**config.mk**
```make
export PLATFORM = sky130hd
export DESIGN_NAME = bbcm_ctrl
export DESIGN_NICKNAME = d
export VERILOG_FILES = /design/src/hdl/bbcm_pkg.sv /design/src/hdl/bbcm_ctrl.sv
export VERILOG_INCLUDE_DIRS = /design/src /design/src/hdl
export SDC_FILE = /design/constraint.sdc
export NUM_CORES = 1
export LEC_CHECK = 0
export ABC_AREA = 1
export BUFFER_PORTS_ARGS = -buffer_cell sky130_fd_sc_hd__clkbuf_2
export CORE_AREA = 2 2 200 162
export DETAILED_ROUTE_END_ITERATION = 7
export DIE_AREA = 0 0 202 164
export SLEW_MARGIN = 20
export SYNTH_ARGS = -nofsm -noshare
export SYNTH_HDL_FRONTEND = slang
export SYNTH_SLANG_ARGS = --single-unit
export TNS_END_PERCENT = 5
```
**constraint.sdc**
```tcl
create_clock -name clk -period 4.1 [get_ports clk]
set_clock_uncertainty 0.15 [all_clocks]
set_input_delay 0.615 -clock clk [delete_from_list [all_inputs] [get_ports clk]]
set_output_delay 0.615 -clock clk [all_outputs]
set_load 0.01 [all_outputs]
```
**src/hdl/assert_macros.svh**
```systemverilog
// assertion helpers shared by the rtl
`ifndef ASSERT_MACROS_SVH
`define ASSERT_MACROS_SVH

`ifndef SYNTHESIS

`define BBCM_ASSERT_ALWAYS(label, clk, rst_n, expr) \
    label: assert property (@(posedge clk) disable iff (!rst_n) (expr)) \
        else $error("assertion failed");

`define BBCM_ASSERT_NEXT(label, clk, rst_n, ante, cons) \
    label: assert property (@(posedge clk) disable iff (!rst_n) (ante) |=> (cons)) \
        else $error("assertion failed");

`else

`define BBCM_ASSERT_ALWAYS(label, clk, rst_n, expr)
`define BBCM_ASSERT_NEXT(label, clk, rst_n, ante, cons)

`endif

`endif

```
**src/hdl/bbcm_pkg.sv**
```systemverilog
package bbcm_pkg;

    localparam int MAX_BOXES  = 16;
    localparam int COORD_BITS = 12;
    localparam int SLOT_W     = 6;
    localparam int CNT_W      = $clog2(MAX_BOXES + 1);

    localparam logic MODE_INSERT  = 1'b0;
    localparam logic MODE_READOUT = 1'b1;
    localparam logic KIND_INSERT  = 1'b0;
    localparam logic KIND_READOUT = 1'b1;

    typedef logic [COORD_BITS-1:0] coord_t;
    typedef logic [COORD_BITS:0]   coord_ext_t;

    typedef enum logic {
        ST_IDLE,
        ST_RUN
    } state_t;

    typedef struct packed {
        logic       mode;
        coord_t     left;
        coord_t     top;
        coord_t     width;
        coord_t     height;
        coord_ext_t mid_x;
        coord_ext_t mid_y;
        coord_ext_t right;
        coord_ext_t bottom;
    } probe_t;

    typedef struct packed {
        logic              valid;
        logic              kind;
        logic [SLOT_W-1:0] slot;
        logic              merged;
        logic              dropped;
        logic              entry_valid;
        coord_t            left;
        coord_t            top;
        coord_t            width;
        coord_t            height;
        logic              last;
    } report_t;

endpackage

```
**src/hdl/bbcm_ctrl.sv**
```systemverilog
`include "assert_macros.svh"

module bbcm_ctrl (
    input  logic                       clk,
    input  logic                       rst_n,
    input  logic                       start,
    input  logic                       mode,
    input  bbcm_pkg::coord_t           box_left,
    input  bbcm_pkg::coord_t           box_top,
    input  bbcm_pkg::coord_t           box_width,
    input  bbcm_pkg::coord_t           box_height,
    input  bbcm_pkg::report_t          cell_rep,
    input  logic                       chain_end,
    output logic                       busy,
    output logic                       inject,
    output bbcm_pkg::probe_t           probe,
    output logic [bbcm_pkg::CNT_W-1:0] count,
    output bbcm_pkg::report_t          result
);
    import bbcm_pkg::*;

    state_t           state_reg;
    state_t           state_next;
    probe_t           probe_reg;
    probe_t           probe_next;
    logic [CNT_W-1:0] count_reg;
    logic [CNT_W-1:0] count_next;
    report_t          result_reg;
    report_t          result_next;
    report_t          drop_rep;
    report_t          fin;
    logic             accept;
    logic             empty_rd;

    always_comb
    begin
        accept   = start && (state_reg == ST_IDLE);
        empty_rd = accept && (mode == MODE_READOUT) && (count_reg == '0);
        inject   = accept && !empty_rd;

        probe_next.mode   = mode;
        probe_next.left   = box_left;
        probe_next.top    = box_top;
        probe_next.width  = box_width;
        probe_next.height = box_height;
        probe_next.mid_x  = {1'b0, box_left} + {2'b00, box_width[COORD_BITS-1:1]};
        probe_next.mid_y  = {1'b0, box_top} + {2'b00, box_height[COORD_BITS-1:1]};
        probe_next.right  = {1'b0, box_left} + {1'b0, box_width};
        probe_next.bottom = {1'b0, box_top} + {1'b0, box_height};

        // chain ran out with no match and no room
        drop_rep         = '0;
        drop_rep.valid   = chain_end;
        drop_rep.kind    = KIND_INSERT;
        drop_rep.dropped = chain_end;
        drop_rep.left    = chain_end ? probe_reg.left : '0;
        drop_rep.top     = chain_end ? probe_reg.top : '0;
        drop_rep.width   = chain_end ? probe_reg.width : '0;
        drop_rep.height  = chain_end ? probe_reg.height : '0;
        drop_rep.last    = chain_end;

        fin = cell_rep | drop_rep;
    end

    always_comb
    begin
        state_next = state_reg;
        unique case (state_reg)
            ST_IDLE:
            begin
                if (inject)
                begin
                    state_next = ST_RUN;
                end
            end
            ST_RUN:
            begin
                if (fin.valid && fin.last)
                begin
                    state_next = ST_IDLE;
                end
            end
            default:
            begin
                state_next = ST_IDLE;
            end
        endcase
    end

    always_comb
    begin
        busy = (state_reg == ST_RUN);
    end

    always_comb
    begin
        result_next = fin;
        if (empty_rd)
        begin
            result_next       = '0;
            result_next.valid = 1'b1;
            result_next.kind  = KIND_READOUT;
            result_next.last  = 1'b1;
        end

        count_next = count_reg;
        if (fin.valid && (fin.kind == KIND_INSERT) && !fin.merged && !fin.dropped)
        begin
            count_next = count_reg + CNT_W'(1);
        end
        else if (fin.valid && (fin.kind == KIND_READOUT) && fin.last)
        begin
            count_next = '0;
        end
    end

    always_ff @(posedge clk or negedge rst_n)
    begin
        if (!rst_n)
        begin
            state_reg  <= ST_IDLE;
            count_reg  <= '0;
            result_reg <= '0;
        end
        else
        begin
            state_reg  <= state_next;
            count_reg  <= count_next;
            result_reg <= result_next;
        end
    end

    always_ff @(posedge clk)
    begin
        if (accept)
        begin
            probe_reg <= probe_next;
        end
    end

    assign probe  = probe_reg;
    assign count  = count_reg;
    assign result = result_reg;

    `BBCM_ASSERT_ALWAYS(a_count_range, clk, rst_n, count_reg <= CNT_W'(MAX_BOXES))
    `BBCM_ASSERT_ALWAYS(a_report_in_run, clk, rst_n, !fin.valid || (state_reg == ST_RUN))
    `BBCM_ASSERT_NEXT(a_readout_clears, clk, rst_n,
        fin.valid && (fin.kind == KIND_READOUT) && fin.last, count_reg == '0)
    `BBCM_ASSERT_NEXT(a_inject_runs, clk, rst_n, inject, state_reg == ST_RUN)

endmodule

```
==> flow_summary.json, run 1 <==
{
  "ys_seq_area_frac": 0.586,
  "cts_hold_buf": 0,
  "layout-drive-gt1-share": 0.282,
  "slowest_stage": "dfrtp_1",
  "max-cap-violations": 0,
  "gr-total-overflow": 0,
  "place.port_buffers": 280,
  "drt_iter0_drc": 367,
  "clk_pin_slew_worst_paths_ns": 0.08,
  "ys_dominant_reg_cell": "edfxtp_1",
  "first_global_vias": 6277,
  "diodes": 0,
  "synth_top_cell_by_area": "edfxtp_1",
  "vias_per_cell": 4.34,
  "htree_levels": 4,
  "fp-row-count": 58,
  "syn-num-nets": 987,
  "gp_congestion": 0.872,
  "synth-seq-cells": 167,
  "cp_slowest_stage_delay_ns": 0.42,
  "reg2reg_to": "result[58]",
  "seq_area_sq_um": 4680,
  "worst_pin_slew_ns": 0.933,
  "post-route-period-util": 0.595,
  "r2r-start": "count[0]",
  "r2r_setup_slack_ns": 1.98,
  "yosysUniqueCellTypes": 21,
  "cp.arrival_ns": 1.67,
  "ys_top_cells_by_area": "edfxtp_1 38%, dfrtp_1 21%, nand2_1 10%",
  "root_buffer": "clkbuf_16",
  "setup_viol": 0,
  "critPathBufInv": 3,
  "dieWidth_microns": 202,
  "place_ws_ns": 1.62,
  "drt_pre_antenna_iters": 6,
  "synth.most_common_cell": "nand2_1",
  "dp_cells": 1513,
  "ios": 281,
  "hold_path.class": "in2async",
  "crit_end": "inject",
  "start_util": 0.257,
  "grt_usage": 0.152,
  "cts_tree": "yes",
  "clock_path_buffers": 2,
  "async_flop_share": 0.395,
  "finalPower_mw": 4.62,
  "synthTopCellsByCount": "218 x nand2_1, 104 x inv_1, 101 x edfxtp_1, 92 x nor2_1, 68 x a21oi_1",
  "rsz0062_at_grt": "no",
  "largest_register_ffs": 101,
  "finalWirelength_mm": 25.5,
  "post-route-drc-count": 0,
  "crit_top_cell": "inv_1",
  "fin_area_sq_um": 10500,
  "vias": 6699,
  "grt_max_degree": 67,
  "placed_area_sq_um": 9910,
  "critPathMaxFanout": 4,
  "fin_tns_setup_ns": 0,
  "vdd_drop_max_v": 0.000251,
  "core_area_sq_um": 31100,
  "grt_pass1_wl_mm": 37.5,
  "status": "finished clean",
  "p_leak_nw": 5.21,
  "multiInputGateArea_sq_um": 2860,
  "clock_sinks": 167,
  "postSynthAreaPerCell_sq_um": 9.73,
  "relSlewSlack": 0.378,
  "fin_ws_ns": 1.66,
  "wl_per_cell_microns": 16.5,
  "pwr_density_cell_nw_per_um2": 441,
  "cp_top_family": "flip-flops",
  "yosysTopAreaCellShare": 0.379,
  "crit_cells": 6,
  "slew_violations": 0,
  "die_area_sq_um": 33100,
  "cts_made_buffers": 17,
  "post_cts_buffers": 0,
  "ant_nets": 0,
  "areaGrowthSynthToFinish_pct": 31.0,
  "netlist_instances": 822,
  "worst_setup_path_start_kind": "flip-flop",
  "end_kind": "primary output",
  "filler_cell_count": 3176,
  "crit_start": "count[0]",
  "synth_edf_count": 101,
  "clkLatencyLatePin_ns": 0.43,
  "fmax_mhz": 410,
  "synthesis.area_sq_um": 8000,
  "path_class": "reg2out",
  "worstPathCellList": "inv_1 -> ha_1 -> inv_1 -> nor4_4 -> nor2_1 -> clkbuf_2",
  "yosysWarnings": 0,
  "fp.dieH_microns": 164,
  "nets": 1277,
  "hold_viol_final": 0,
  "dpl.hpwl_mm": 19.8,
  "cp.required_ns": 3.34,
  "reg2regPathDepth": 7,
  "stdcell_count": 1545,
  "antenna_found_initial": 0,
  "period_needed_ns": 2.44,
  "cts_resized": 0
}
[report_power, final]
group | leakage (nW) | internal [mW] | switching, mW
Combinational | 3.22 | 0.326 | 0.599
Clock | 0.264 | 0.851 | 0.739
Sequential | 1.72 | 2.03 | 0.0814
Total | 5.21 | 3.20 | 1.42
[how the worst min path moves through the flow]
| stage | slack [ns] | endpoint | start | cells after the start |
|---|---|---|---|---|
| final | 0.16 | result[32] | rst_n | 1 |
| after global routing | 0.20 | result[52] | cell_rep[52] | 3 |
| after CTS | 0.19 | result[32] | rst_n | 1 |
| after detailed placement | 0.37 | result[11] | probe[62] | 2 |
| after global placement | 0.36 | result[23] | probe[74] | 2 |
| after floorplan | 0.17 | busy | rst_n | 0 |
[cells in the final DEF (no fill, tap or decap), types with 2 or more instances in the layout]
cell type,Yosys,layout
clkbuf_2,0,279
nand2_1,218,218
inv_1,104,103
edfxtp_1,101,101
nor2_1,92,92
a21oi_1,68,68
dfrtp_1,66,66
nand3_1,50,50
ha_1,48,48
xor2_1,25,25
nand4_1,18,18
clkbuf_16,0,17
inv_6,0,5
nor3_1,4,4
o21ai_0,4,4
fa_1,4,4
clkinvlp_4,0,4
buf_4,0,3
inv_2,2,2
o22ai_1,2,2
clkinv_4,0,2
[cells by family (layout without fill, tap and decap cells)]
kind of cell | Yosys count | count (layout) | synth area share
fa+ha+maj | 52 | 52 | 0.0851
simple gates | 383 | 383 | 0.196
flops | 167 | 167 | 0.586
xor+xnor | 26 | 26 | 0.0285
buf+inv | 118 | 421 | 0.0568
compound gates | 76 | 76 | 0.0482
[stage by stage]
stage | hold slack, ns | util
after floorplan | 0.169 | -
after detailed placement | 0.368 | 0.318
final | 0.161 | 0.337
after global placement | 0.364 | 0.318
after CTS | 0.188 | 0.337
after global routing | 0.202 | 0.337
[routing by layer]
| metal | vias to the layer above | track usage | part of all wire |
|---|---|---|---|
| li1 | 3280 | - | - |
| met1 | 3172 | 0.221 | 0.50 |
| met2 | 236 | 0.229 | 0.44 |
| met3 | 11 | 0.0323 | 0.055 |
| met4 | 0 | 0.0401 | 0.0079 |
| met5 | - | 0 | 0 |
[layout make-up]
cell class	count	area share
Inverter	106	0.0382
Clock buffer	18	0.0410
Timing Repair Buffer	283	0.137
Multi-Input combinational cell	537	0.273
Tap cell	420	0.0502
Clock inverter	14	0.0130
Sequential cell	167	0.447
No activity file was read; power rests on OpenSTA's default activity.
==> run 2: changes to the inputs <==
- ABC_AREA: 1 -> 0
- CORE_AREA: 2 2 200 162 -> 2 2 193 157
- DIE_AREA: 0 0 202 164 -> 0 0 195 159
- clock period: 4.1 -> 2 ns (I/O delays scaled with it)
==> flow_summary.json, run 2 <==
{
  "status": "finished, violations left",
  "violations": "setup timing",
  "vias": 6507,
  "intPower_mw": 6.94,
  "crit_start": "busy",
  "pwr_density_cell_nw_per_um2": 845,
  "seqPwrFrac": 0.431,
  "path_class": "reg2out",
  "ant_nets": 0,
  "p_leak_nw": 5.32,
  "yosysWarnings": 0,
  "fp.dieH_microns": 159,
  "dieWidth_microns": 195,
  "finalPower_mw": 9.84,
  "slowest_stage": "dfrtp_1",
  "cp_slowest_stage_delay_ns": 0.41,
  "timing.hold.ws_ns": 0.0185,
  "critPathBufInv": 1,
  "cp.required_ns": 1.55,
  "r2r_setup_slack_ns": 0.14,
  "slew_violations": 0,
  "gr-total-overflow": 0,
  "synth_top_family_by_area": "compound AO/OA/AOI/OAI gates",
  "layout-drive-gt1-share": 0.411,
  "synth_edf_count": 101,
  "rsz0062_at_grt": "yes",
  "clk_pin_slew_worst_paths_ns": 0.07,
  "areaGrowthSynthToFinish_pct": 56.3,
  "fin_area_sq_um": 11600,
  "hold_path.class": "in2reg",
  "synth-seq-cells": 167,
  "vias_per_cell": 4.52,
  "fp-row-count": 56,
  "synth_top_cell_by_area": "edfxtp_1",
  "root_buffer": "clkbuf_16",
  "die_area_sq_um": 31000,
  "post-route-drc-count": 0,
  "largest_register_ffs": 101,
  "synthMuxAreaShare": 0.00269,
  "drt_pre_antenna_iters": 5,
  "ys_top_cells_by_area": "edfxtp_1 41%, dfrtp_1 22%, ha_1 8.1%",
  "p_sw_frac": 0.295,
  "relSlewSlack": 0.670,
  "post-route-period-util": 1.03,
  "comb_power_share": 0.219,
  "place_ws_ns": -0.462,
  "fmax_mhz": 486,
  "stdcell_count": 1439,
  "busiest_layer": "met2",
  "clock_sinks": 167,
  "dpl.hpwl_mm": 17.9,
  "yosysUniqueCellTypes": 47,
  "min_from": "cell_rep[13]",
  "fin_ws_ns": -0.0574,
  "cts_tree": "yes",
  "grtUsageMet2": 0.250,
  "core_area_sq_um": 29000,
  "antenna_found_initial": 2,
  "gp_congestion": 0.876,
  "start_util": 0.257,
  "ys_seq_area_frac": 0.629,
  "worst_pin_slew_ns": 0.495,
  "vdd_drop_max_v": 0.000548,
  "ios": 281,
  "hold_viol_final": 0,
  "ys_dominant_reg_cell": "edfxtp_1",
  "dp_cells": 1319,
  "place.port_buffers": 280,
  "syn-num-nets": 737,
  "setup_viol": 1,
  "r2r-start": "count[0]",
  "async_flop_share": 0.395,
  "wl_per_cell_microns": 17.1,
  "grt_pass1_wl_mm": 37.3,
  "nets": 1213,
  "clkLatencyLatePin_ns": 0.42,
  "synth.most_common_cell": "edfxtp_1",
  "yosysTopAreaCellShare": 0.407,
  "netlist_instances": 572,
  "yosys.area_share.simple": 0.0863,
  "cp.arrival_ns": 1.61,
  "placed_area_sq_um": 10100,
  "clock_path_buffers": 2,
  "postSynthAreaPerCell_sq_um": 13.0,
  "grt_usage": 0.157,
  "synth-compound-area-share": 0.135,
  "mostFrequentLayoutCells": "279 x clkbuf_2, 104 x buf_4, 101 x edfxtp_1",
  "worstPathCellList": "nor2b_4 -> nand3b_1 -> nor4b_4 -> nor2b_2 -> clkbuf_2",
  "htree_levels": 4,
  "netSwitchingPower_mw": 2.90,
  "finalWirelength_mm": 24.7,
  "period_needed_ns": 2.06,
  "grtUsageMet1": 0.209,
  "drt_iter0_drc": 423,
  "fin_util": 0.402,
  "use_met3": 0.0347,
  "p_clk_frac": 0.350,
  "synthXorXnorAreaFrac": 0.0447,
  "first_global_vias": 6594,
  "cp_top_family": "simple AND/OR/NAND/NOR gates",
  "end_kind": "primary output",
  "synth_fa_ha_area_frac": 0.0913,
  "fin_tns_setup_ns": -0.0574,
  "critPathMaxFanout": 3,
  "grt_max_degree": 54,
  "final_common_cell": "clkbuf_2",
  "synthesis.area_sq_um": 7450,
  "worst_setup_path_start_kind": "flip-flop",
  "cts_made_buffers": 17,
  "synthTopCellsByCount": "101 x edfxtp_1, 73 x a21oi_1, 66 x dfrtp_1, 63 x nor2_1, 48 x ha_1",
  "max-cap-violations": 0
}
[run 2: cell types whose count changed after synthesis, moves of 9 or more]
cell	before	now
nor2b_1	0	17
xnor2_1	1	22
inv_1	104	8
nand3_1	50	3
nand2_1	218	20
xor2_1	25	16
o21bai_1	0	10
o21ai_0	4	17
nand4_1	18	6
nor2_1	92	63
a21o_1	0	13
[run 2: repair_timing]
action                     CTS  global route
hold buffers                80             0
setup buffers                4             2
setup endpoints to repair    1            13
resized for setup            0             8
gates cloned                 1             0
hold endpoints to repair   107             0
pin swaps                    2             4
[run 2: logic make-up (layout without fill, tap and decap cells)]
family | count (synthesis) | after routing
and+or+nand+nor | 133 | 133
muxes | 2 | 2
xor gates and xnor gates | 38 | 38
AOI/OAI and AO/OA | 160 | 160
adders and majority gates | 52 | 52
DFF | 167 | 167
other | 0 | 1
buffers and inverters | 20 | 509
[run 2: cell type report]
type | instances | area [sq um]
antenna | 1 | 2.50
clock buffer | 17 | 425
clock inverter | 15 | 195
fill | 2730 | 17400
inverter | 8 | 30.0
multi-input combinational | 385 | 2730
sequential | 167 | 4680
tap | 377 | 472
timing repair buffer | 469 | 3110
[run 2: layer usage]
metal / wire [microns] / vias to the layer above / part of all wire
met3: 1370 / 35 / 0.056
met1: 11300 / 3144 / 0.46
met2: 11400 / 241 / 0.46
li1: - / 3085 / -
met4: 612 / 2 / 0.025
met5: 13 / - / 0.00053
[run 2: worst paths after layout]
kind | endpoint | cells after the start
min in group asynchronous | result[18] | 2
max reg2reg | result[0] | 7
min reg2reg | result[33] | 2
max | inject | 5
max in group asynchronous | count[3] | 3
min | result[13] | 3
[run 2: power groups by stage]
stage | Combinational, mW | Sequential, mW | Clock, mW
2_1_floorplan | 0.766 | 4.48 | 0
3_3_place_gp | 1.95 | 4.31 | 0
3_5_place_dp | 1.97 | 4.31 | 0
4_1_cts | 2.15 | 4.24 | 3.57
5_1_grt | 2.34 | 4.27 | 3.69
6_report | 2.16 | 4.24 | 3.44
[run 2: worst min-delay path, cell delays in order]
cell and delay (ns):
clkbuf_2 0.08, a21oi_1 0.06, nor2_1 0.11
