--- src/hdl/assert_macros.svh ---
// assertion helpers shared by the rtl
`ifndef ASSERT_MACROS_SVH
`define ASSERT_MACROS_SVH

`ifndef SYNTHESIS

`define BBCM_ASSERT_ALWAYS(label, clk, rst_n, expr) \
    label: assert property (@(posedge clk) disable iff (!rst_n) (expr)) \
        else $error("assertion failed");

`define BBCM_ASSERT_NEXT(label, clk, rst_n, ante, cons) \
    label: assert property (@(posedge clk) disable iff (!rst_n) (ante) |=> (cons)) \
        else $error("assertion failed");

`else

`define BBCM_ASSERT_ALWAYS(label, clk, rst_n, expr)
`define BBCM_ASSERT_NEXT(label, clk, rst_n, ante, cons)

`endif

`endif

--- src/hdl/bbcm_pkg.sv ---
package bbcm_pkg;

    localparam int MAX_BOXES  = 16;
    localparam int COORD_BITS = 12;
    localparam int SLOT_W     = 6;
    localparam int CNT_W      = $clog2(MAX_BOXES + 1);

    localparam logic MODE_INSERT  = 1'b0;
    localparam logic MODE_READOUT = 1'b1;
    localparam logic KIND_INSERT  = 1'b0;
    localparam logic KIND_READOUT = 1'b1;

    typedef logic [COORD_BITS-1:0] coord_t;
    typedef logic [COORD_BITS:0]   coord_ext_t;

    typedef enum logic {
        ST_IDLE,
        ST_RUN
    } state_t;

    typedef struct packed {
        logic       mode;
        coord_t     left;
        coord_t     top;
        coord_t     width;
        coord_t     height;
        coord_ext_t mid_x;
        coord_ext_t mid_y;
        coord_ext_t right;
        coord_ext_t bottom;
    } probe_t;

    typedef struct packed {
        logic              valid;
        logic              kind;
        logic [SLOT_W-1:0] slot;
        logic              merged;
        logic              dropped;
        logic              entry_valid;
        coord_t            left;
        coord_t            top;
        coord_t            width;
        coord_t            height;
        logic              last;
    } report_t;

endpackage

--- src/hdl/bbcm_cell.sv ---
module bbcm_cell (
    input  logic                       clk,
    input  logic                       rst_n,
    input  logic [bbcm_pkg::CNT_W-1:0] idx,
    input  logic [bbcm_pkg::CNT_W-1:0] count,
    input  bbcm_pkg::probe_t           probe,
    input  logic                       tok_in,
    output logic                       tok_out,
    output bbcm_pkg::report_t          rep
);
    import bbcm_pkg::*;

    coord_t     left_reg;
    coord_t     top_reg;
    coord_t     width_reg;
    coord_t     height_reg;
    coord_t     left_next;
    coord_t     top_next;
    coord_t     width_next;
    coord_t     height_next;
    logic       wr_en;
    logic       tok_reg;

    coord_ext_t sr;
    coord_ext_t sb;
    logic       hit;
    coord_t     ul;
    coord_t     ut;
    coord_ext_t ur;
    coord_ext_t ub;
    coord_ext_t uw_full;
    coord_ext_t uh_full;
    coord_t     uw;
    coord_t     uh;
    logic       occupied;
    logic       at_end;
    logic       is_last;
    logic [CNT_W-1:0] idx_p1;

    always_comb
    begin
        sr  = {1'b0, left_reg} + {1'b0, width_reg};
        sb  = {1'b0, top_reg} + {1'b0, height_reg};
        hit = ({1'b0, left_reg} < probe.mid_x) && (sr > probe.mid_x)
              && ({1'b0, top_reg} < probe.mid_y) && (sb > probe.mid_y);
        ul  = (probe.left < left_reg) ? probe.left : left_reg;
        ut  = (probe.top < top_reg) ? probe.top : top_reg;
        ur  = (probe.right > sr) ? probe.right : sr;
        ub  = (probe.bottom > sb) ? probe.bottom : sb;
        uw_full = ur - {1'b0, ul};
        uh_full = ub - {1'b0, ut};
        uw  = uw_full[COORD_BITS] ? '1 : uw_full[COORD_BITS-1:0];
        uh  = uh_full[COORD_BITS] ? '1 : uh_full[COORD_BITS-1:0];
        occupied = idx < count;
        at_end   = idx == count;
        idx_p1   = idx + CNT_W'(1);
        is_last  = idx_p1 == count;
    end

    always_comb
    begin
        rep         = '0;
        tok_out     = 1'b0;
        wr_en       = 1'b0;
        left_next   = left_reg;
        top_next    = top_reg;
        width_next  = width_reg;
        height_next = height_reg;
        if (tok_reg)
        begin
            priority if (probe.mode == MODE_READOUT)
            begin
                rep.valid       = 1'b1;
                rep.kind        = KIND_READOUT;
                rep.slot        = SLOT_W'(idx);
                rep.entry_valid = 1'b1;
                rep.left        = left_reg;
                rep.top         = top_reg;
                rep.width       = width_reg;
                rep.height      = height_reg;
                rep.last        = is_last;
                tok_out         = !is_last;
            end
            else if (occupied)
            begin
                if (hit)
                begin
                    wr_en       = 1'b1;
                    left_next   = ul;
                    top_next    = ut;
                    width_next  = uw;
                    height_next = uh;
                    rep.valid   = 1'b1;
                    rep.kind    = KIND_INSERT;
                    rep.slot    = SLOT_W'(idx);
                    rep.merged  = 1'b1;
                    rep.left    = ul;
                    rep.top     = ut;
                    rep.width   = uw;
                    rep.height  = uh;
                    rep.last    = 1'b1;
                end
                else
                begin
                    tok_out = 1'b1;
                end
            end
            else if (at_end)
            begin
                wr_en       = 1'b1;
                left_next   = probe.left;
                top_next    = probe.top;
                width_next  = probe.width;
                height_next = probe.height;
                rep.valid   = 1'b1;
                rep.kind    = KIND_INSERT;
                rep.slot    = SLOT_W'(idx);
                rep.left    = probe.left;
                rep.top     = probe.top;
                rep.width   = probe.width;
                rep.height  = probe.height;
                rep.last    = 1'b1;
            end
            else
            begin
                tok_out = 1'b0;
            end
        end
    end

    always_ff @(posedge clk)
    begin
        if (wr_en)
        begin
            left_reg   <= left_next;
            top_reg    <= top_next;
            width_reg  <= width_next;
            height_reg <= height_next;
        end
    end

    always_ff @(posedge clk or negedge rst_n)
    begin
        if (!rst_n)
        begin
            tok_reg <= 1'b0;
        end
        else
        begin
            tok_reg <= tok_in;
        end
    end

endmodule

--- config.mk ---
export PLATFORM = sky130hd
export DESIGN_NAME = bbcm_cell
export DESIGN_NICKNAME = d
export VERILOG_FILES = /design/src/hdl/assert_macros.svh /design/src/hdl/bbcm_pkg.sv /design/src/hdl/bbcm_cell.sv
export SDC_FILE = /design/constraint.sdc
export NUM_CORES = 1
export LEC_CHECK = 0
export ABC_CLOCK_PERIOD_IN_PS = 13900
export BUFFER_PORTS_ARGS = -buffer_cell sky130_fd_sc_hd__buf_4
export CAP_MARGIN = 40
export CELL_PAD_IN_SITES_DETAIL_PLACEMENT = 1
export CELL_PAD_IN_SITES_GLOBAL_PLACEMENT = 1
export CORE_MARGIN = 1
export CORE_UTILIZATION = 45
export CTS_CLUSTER_SIZE = 8
export DETAILED_ROUTE_END_ITERATION = 8
export PLACE_DENSITY_LB_ADDON = 0.1
export SKIP_LAST_GASP = 1
export SYNTH_ARGS = -nofsm -noshare
export SYNTH_HDL_FRONTEND = slang
export SYNTH_SLANG_ARGS = --single-unit
--- constraint.sdc ---
create_clock -name clk -period 13.9 [get_ports clk]
set_clock_uncertainty 0.05 [all_clocks]
set_input_delay 3.475 -clock clk [delete_from_list [all_inputs] [get_ports clk]]
set_output_delay 3.475 -clock clk [all_outputs]
set_load 0.01 [all_outputs]
==> results of run 1 <==
==> power by group through the flow <==
stage                     combinational [uW]  sequential (uW)  clock, uW
final                                    385              176        141
after global routing                     419              176        144
after CTS                                379              176        140
after detailed placement                 377              179          0
after global placement                   364              181          0
after floorplan                          248              176          0
==> final timing paths <==
| check | end | cells past startpoint |
|---|---|---|
| max | rep[14] | 26 |
| min in group asynchronous | tok_reg | 1 |
| min | left_reg[0] | 2 |
| min reg2reg | left_reg[0] | 2 |
| max reg2reg | width_reg[4] | 28 |
| max in group asynchronous | tok_reg | 1 |
==> logic make-up after synthesis <==
group                      Yosys count  synth area share (%)
adders and majority gates          147                  21.7
xor gates and xnor gates            46                  4.96
other                                1                0.0437
AOI/OAI and AO/OA                  351                  26.7
buffers and inverters              168                  7.81
and+or+nand+nor                    309                  16.8
DFF                                 49                  17.1
muxes                               37                  4.83
==> cell type report <==
cell class	instances	area, um2	share of cell area [%]
Sequential cell	49	1470	14.3
Inverter	118	443	4.33
Multi-Input combinational cell	892	6470	63.2
Clock inverter	3	28.8	0.281
Clock buffer	5	125	1.22
Timing Repair Buffer	183	1410	13.7
Tap cell	234	293	2.86
==> worst register-to-register path: cells and delay by family, from the launching register on <==
kind	cells	cell delay [ns]
compound gates	12	3.17
fa+ha+maj	4	1.25
simple gates	7	1.20
flops	1	0.53
buf+inv	2	0.42
mux	1	0.38
xor+xnor	2	0.36
==> stage by stage <==
step / setup slack, ns / hold slack (ns) / util, % / total power, uW / std cells
after floorplan: 2.21 / 0.727 / - / 425 / 1109
after global placement: 1.45 / 0.865 / 53.6 / 544 / 1473
after detailed placement: 1.26 / 0.874 / 53.9 / 556 / 1476
after CTS: 1.24 / 0.894 / 54.7 / 695 / 1484
after global routing: 0.820 / 0.935 / 54.7 / 738 / 1484
final: 1.13 / 0.902 / 54.7 / 701 / 1484
==> synth_stat cells (3+ instances only) <==
cell	number
nand2b_1	13
or2_2	3
ha_1	142
inv_1	117
fa_1	4
o211ai_1	6
o221ai_1	5
clkbuf_1	39
a22o_1	10
nor4_1	3
a21o_1	30
nand3_1	18
mux2_1	3
o21a_1	14
nor2b_1	11
a21oi_1	92
nand2_1	109
o21ai_1	7
nor3_1	13
o31a_1	5
o21ai_0	93
buf_4	3
a211o_1	4
xor2_1	10
o21bai_1	7
nand4_1	9
buf_6	3
a2111oi_0	3
a211oi_1	6
or3_1	4
and2_1	10
nor2_1	97
a221oi_1	25
a31oi_1	20
buf_2	5
xnor2_1	33
nor3_2	9
edfxtp_1	48
mux2_2	32
==> per-layer routing <==
| metal | routed length, um | vias up | GRT usage (%) |
|---|---|---|---|
| met3 | 2840 | 56 | 8.85 |
| li1 | - | 4270 | - |
| met2 | 13200 | 355 | 48.2 |
| met1 | 14900 | 4210 | 45.1 |
| met4 | 822 | 4 | 9.95 |
| met5 | 25 | - | 0 |
==> impl_metrics.env, run 1 <==
export IMPL_place_port_buffers=172
export IMPL_critPathRequiredTime_ns=10.38
export IMPL_io_pins=175
export IMPL_drt_iter0_markers=651
export IMPL_tightest_slew_ns=0.776
export IMPL_path_common_cell="buf_4"
export IMPL_vias=8895
export IMPL_pwr_density_cell_nw_per_um2=68.5
export IMPL_crit_type="input port to output pin"
export IMPL_final_common_cell="buf_4"
export IMPL_synth_edf_count=48
export IMPL_hold_path_class="register to register"
export IMPL_ctsResizeCount=0
export IMPL_cts_num_sinks=49
export IMPL_fp_row_count=50
export IMPL_pwr_share_seq_pct=25.1
export IMPL_vias_per_cell=5.99
export IMPL_first_global_vias=8799
export IMPL_syn_to_final_growth_pct=19.2
export IMPL_cts_tree="done"
export IMPL_critPathCaptureType="output pin"
export IMPL_synth_seq_cells=49
export IMPL_postCtsHoldBufs=0
export IMPL_synthTopCellsByArea="ha_1 (21%), edfxtp_1 (17%), o21ai_0 (5.4%), a21oi_1 (5.4%), inv_1 (5.1%)"
export IMPL_fin_setup_tns_ns=0
export IMPL_status="finished, final reports clean"
export IMPL_cts_inserted_buffers=5
export IMPL_cts_root_buf="clkbuf_16"
export IMPL_start_util_pct=45.9
export IMPL_crit_family="compound AO/OA/AOI/OAI gates"
export IMPL_clkPwrFrac_pct=20.0
export IMPL_p_int_uw=400
export IMPL_grt_max_degree=73
export IMPL_synth_avg_cell_area_um2=7.75
export IMPL_finalCritPeriodShare_pct=91.8
export IMPL_post_dp_cell_area_um2=10100
export IMPL_synthDistinctLibCells=72
export IMPL_die_w_um=140
export IMPL_postCtsSetupBuffers=0
export IMPL_antenna_found_initial=2
export IMPL_cts_clk_slew_worst_paths_ns=0.08
export IMPL_regToRegSetupSlack_ns=6.27
export IMPL_worst_path_largest_cell_delay_ns=0.68
export IMPL_finalCriticalPeriod_ns=12.77
export IMPL_cap_viol_max_count=0
export IMPL_fmax_mhz=78.3
export IMPL_grt_pass1_wl_um=49000
export IMPL_relSlewSlack_pct=46.9
export IMPL_start_kind="input port"
export IMPL_leakage_uw=0.00488
export IMPL_place_gp_congestion=0.944
export IMPL_critPathBufInv=3
export IMPL_core_area_um2=18700
export IMPL_drt_first_pass_iters=6
export IMPL_finalNetCount=1509
export IMPL_clkLatencyLatePin_ns=0.31
export IMPL_rsz0062_at_grt="false"
export IMPL_drc=0
export IMPL_antennaDiodeCount=0
export IMPL_pwr_share_comb_pct=54.9
export IMPL_crit_start="probe[16]"
export IMPL_critPathArrivalTime_ns=9.24
export IMPL_layout_common_cells="buf_4 (181), ha_1 (142), inv_1 (117)"
export IMPL_switching_share_pct=42.9
export IMPL_ir_drop_v=0.0000481
export IMPL_crit_slowest_cell="a2111oi_0"
export IMPL_cp_max_fo=24
export IMPL_gr_total_overflow=0
export IMPL_setup_viol=0
export IMPL_synth_area_um2=8580
export IMPL_n_fill_cell=2361
export IMPL_timing_rr_start="left_reg[4]"
export IMPL_synth_top_area_share_pct=20.7
export IMPL_drive_gt1_share_pct=20.6
export IMPL_ys_seq_area_share_pct=17.1
export IMPL_hpwlAfterDp_um=25800
export IMPL_async_reset_ff_share_pct=2.04
export IMPL_clockBufferDepth=2
export IMPL_p_sw_uw=301
export IMPL_slew_viol_final=0
export IMPL_die_area_um2=19600
export IMPL_fp_dieH_um=140
export IMPL_post_drt_wl_per_cell_um=21.4
export IMPL_synth_top_area_cell="ha_1"
export IMPL_grt_usage_pct=32.3
export IMPL_htreeDepth=2
export IMPL_synth_main_ff_cell="edfxtp_1"
export IMPL_hold_viol=0
export IMPL_hold_path_startpoint="left_reg[0]"
export IMPL_yosysWarnings=0
export IMPL_fin_area_um2=10200
export IMPL_drt_total_wl_um=31800
export IMPL_synth_cells=1108
export IMPL_ant_nets=0
No activity file was read; power rests on OpenSTA's default activity.
==> inputs of run 2 (changes only) <==
--- a/config.mk
+++ b/config.mk
@@ -8,13 +8,11 @@
 export ABC_CLOCK_PERIOD_IN_PS = 13900
 export BUFFER_PORTS_ARGS = -buffer_cell sky130_fd_sc_hd__buf_4
 export CAP_MARGIN = 40
-export CELL_PAD_IN_SITES_DETAIL_PLACEMENT = 1
-export CELL_PAD_IN_SITES_GLOBAL_PLACEMENT = 1
 export CORE_MARGIN = 1
-export CORE_UTILIZATION = 45
+export CORE_UTILIZATION = 47
 export CTS_CLUSTER_SIZE = 8
 export DETAILED_ROUTE_END_ITERATION = 8
-export PLACE_DENSITY_LB_ADDON = 0.1
+export PLACE_DENSITY = 0.7
 export SKIP_LAST_GASP = 1
 export SYNTH_ARGS = -nofsm -noshare
 export SYNTH_HDL_FRONTEND = slang
==> run 2 against run 1 <==
Effect of this change:
- global-route usage decreased by 3.1 points
- utilization grew 2.3 points
- combinational power down 3%
- clock power up 6%
- register-to-register slack worse by 0.03 ns
- design area decreased by 0.20%
- cell count down 0.34%
- setup slack got worse by 0.0095 ns
- critical path type unchanged
- largest cell class unchanged
- highest routed layer is now met4
==> impl_metrics.env, run 2 (synthesized netlist as in run 1, its figures left out) <==
export IMPL_status="finished, final reports clean"
export IMPL_final_common_cell="buf_4"
export IMPL_grt_max_degree=70
export IMPL_post_drt_wl_per_cell_um=18.9
export IMPL_syn_to_final_growth_pct=19.0
export IMPL_post_dp_cell_area_um2=10000
export IMPL_crit_type="input port to output pin"
export IMPL_relSlewSlack_pct=39.4
export IMPL_vias_per_cell=5.91
export IMPL_die_area_um2=18800
export IMPL_drt_iter0_markers=738
export IMPL_hold_viol=0
export IMPL_drive_gt1_share_pct=20.6
export IMPL_place_gp_congestion=0.963
export IMPL_io_pins=175
export IMPL_postCtsHoldBufs=0
export IMPL_start_kind="input port"
export IMPL_p_int_uw=418
export IMPL_crit_slowest_cell="xnor2_2"
export IMPL_fp_row_count=49
export IMPL_postCtsSetupBuffers=0
export IMPL_slew_viol_final=0
export IMPL_gr_total_overflow=0
export IMPL_cts_root_buf="clkbuf_16"
export IMPL_switching_share_pct=40.0
export IMPL_cts_inserted_buffers=5
export IMPL_antenna_found_initial=0
export IMPL_p_sw_uw=279
export IMPL_start_util_pct=47.9
export IMPL_regToRegSetupSlack_ns=6.24
export IMPL_vias=8748
export IMPL_r2r_cells=30
export IMPL_fmax_mhz=78.3
export IMPL_cts_num_sinks=49
export IMPL_finalCritPeriodShare_pct=91.9
export IMPL_fin_area_um2=10200
export IMPL_pwr_share_seq_pct=25.1
export IMPL_grt_usage_pct=29.3
export IMPL_ant_nets=0
export IMPL_hold_path_class="register to register"
export IMPL_htreeDepth=2
export IMPL_finalNetCount=1509
export IMPL_critPathRequiredTime_ns=10.38
export IMPL_whs_path_depth=2
export IMPL_clkPwrFrac_pct=21.5
export IMPL_clockBufferDepth=2
export IMPL_cts_clk_slew_worst_paths_ns=0.07
export IMPL_hpwlAfterDp_um=22100
export IMPL_first_global_vias=7887
export IMPL_ir_drop_v=0.0000670
export IMPL_ctsResizeCount=0
export IMPL_clkLatencyLatePin_ns=0.30
export IMPL_drc=0
export IMPL_core_area_um2=17900
export IMPL_grt_pass1_wl_um=42100
export IMPL_cp_max_fo=17
export IMPL_antennaDiodeCount=0
export IMPL_drt_first_pass_iters=8
export IMPL_cts_tree="done"
export IMPL_place_port_buffers=172
export IMPL_drt_total_wl_um=28000
export IMPL_critPathCaptureType="output pin"
export IMPL_layout_common_cells="buf_4 (183), ha_1 (142), inv_1 (117)"
export IMPL_leakage_uw=0.00488
export IMPL_setup_viol=0
export IMPL_rsz0062_at_grt="false"
export IMPL_die_w_um=137
export IMPL_fin_setup_tns_ns=0
export IMPL_cap_viol_max_count=0
export IMPL_worst_path_largest_cell_delay_ns=0.73
export IMPL_fp_dieH_um=137
export IMPL_critPathArrivalTime_ns=9.25
export IMPL_pwr_density_cell_nw_per_um2=68.3
export IMPL_finalCriticalPeriod_ns=12.78
export IMPL_tightest_slew_ns=0.904
export IMPL_pwr_share_comb_pct=53.4
[run 2: per-stage QoR]
step / hold WS, ns / std cells / util (%) / power (uW) / setup slack (ns)
floorplan: 0.727 / 1109 / - / 425 / 2.21
global placement: 0.824 / 1471 / 56.1 / 538 / 1.32
detailed placement: 0.856 / 1471 / 56.1 / 542 / 1.27
CTS: 0.872 / 1479 / 57.0 / 692 / 1.19
global route: 0.912 / 1479 / 57.0 / 738 / 0.501
finish: 0.889 / 1479 / 57.0 / 697 / 1.12
[run 2: final timing paths]
path	from	end
max in group asynchronous	rst_n	tok_reg
setup reg to reg	width_reg[0]	width_reg[10]
hold reg to reg	left_reg[0]	left_reg[0]
min in group asynchronous	rst_n	tok_reg
hold / removal	left_reg[0]	left_reg[0]
setup / recovery	probe[89]	rep[14]
[run 2: critical path, delay by kind of cell]
kind	cells	cell delay (ns)
buffers and inverters	4	0.59
muxes	1	0.37
AOI/OAI and AO/OA	14	3.08
xor gates and xnor gates	1	0.73
and+or+nand+nor	3	0.43
adders and majority gates	2	0.56
[run 2: power groups by stage]
stage	registers [uW]	logic, uW	clock network (uW)
finish	175	372	150
CTS	175	366	151
global placement	178	360	0
global route	175	408	155
floorplan	176	248	0
detailed placement	178	364	0
[run 2: cell type report]
type | instances | area [um2]
timing repair buffer | 183 | 1370
fill | 1711 | 7690
sequential | 49 | 1470
tap | 229 | 287
clock buffer | 7 | 143
multi-input combinational | 892 | 6470
inverter | 118 | 443
clock inverter | 1 | 30.0
[run 2: routing by layer]
metal  vias up  part of all wire [%]  global-route usage (%)
li1       4287                     -                       -
met3        67                   8.8                    4.07
met2       397                    45                    46.9
met5         -                     0                       0
met4         0                   3.8                    10.8
met1      3997                    43                    39.6
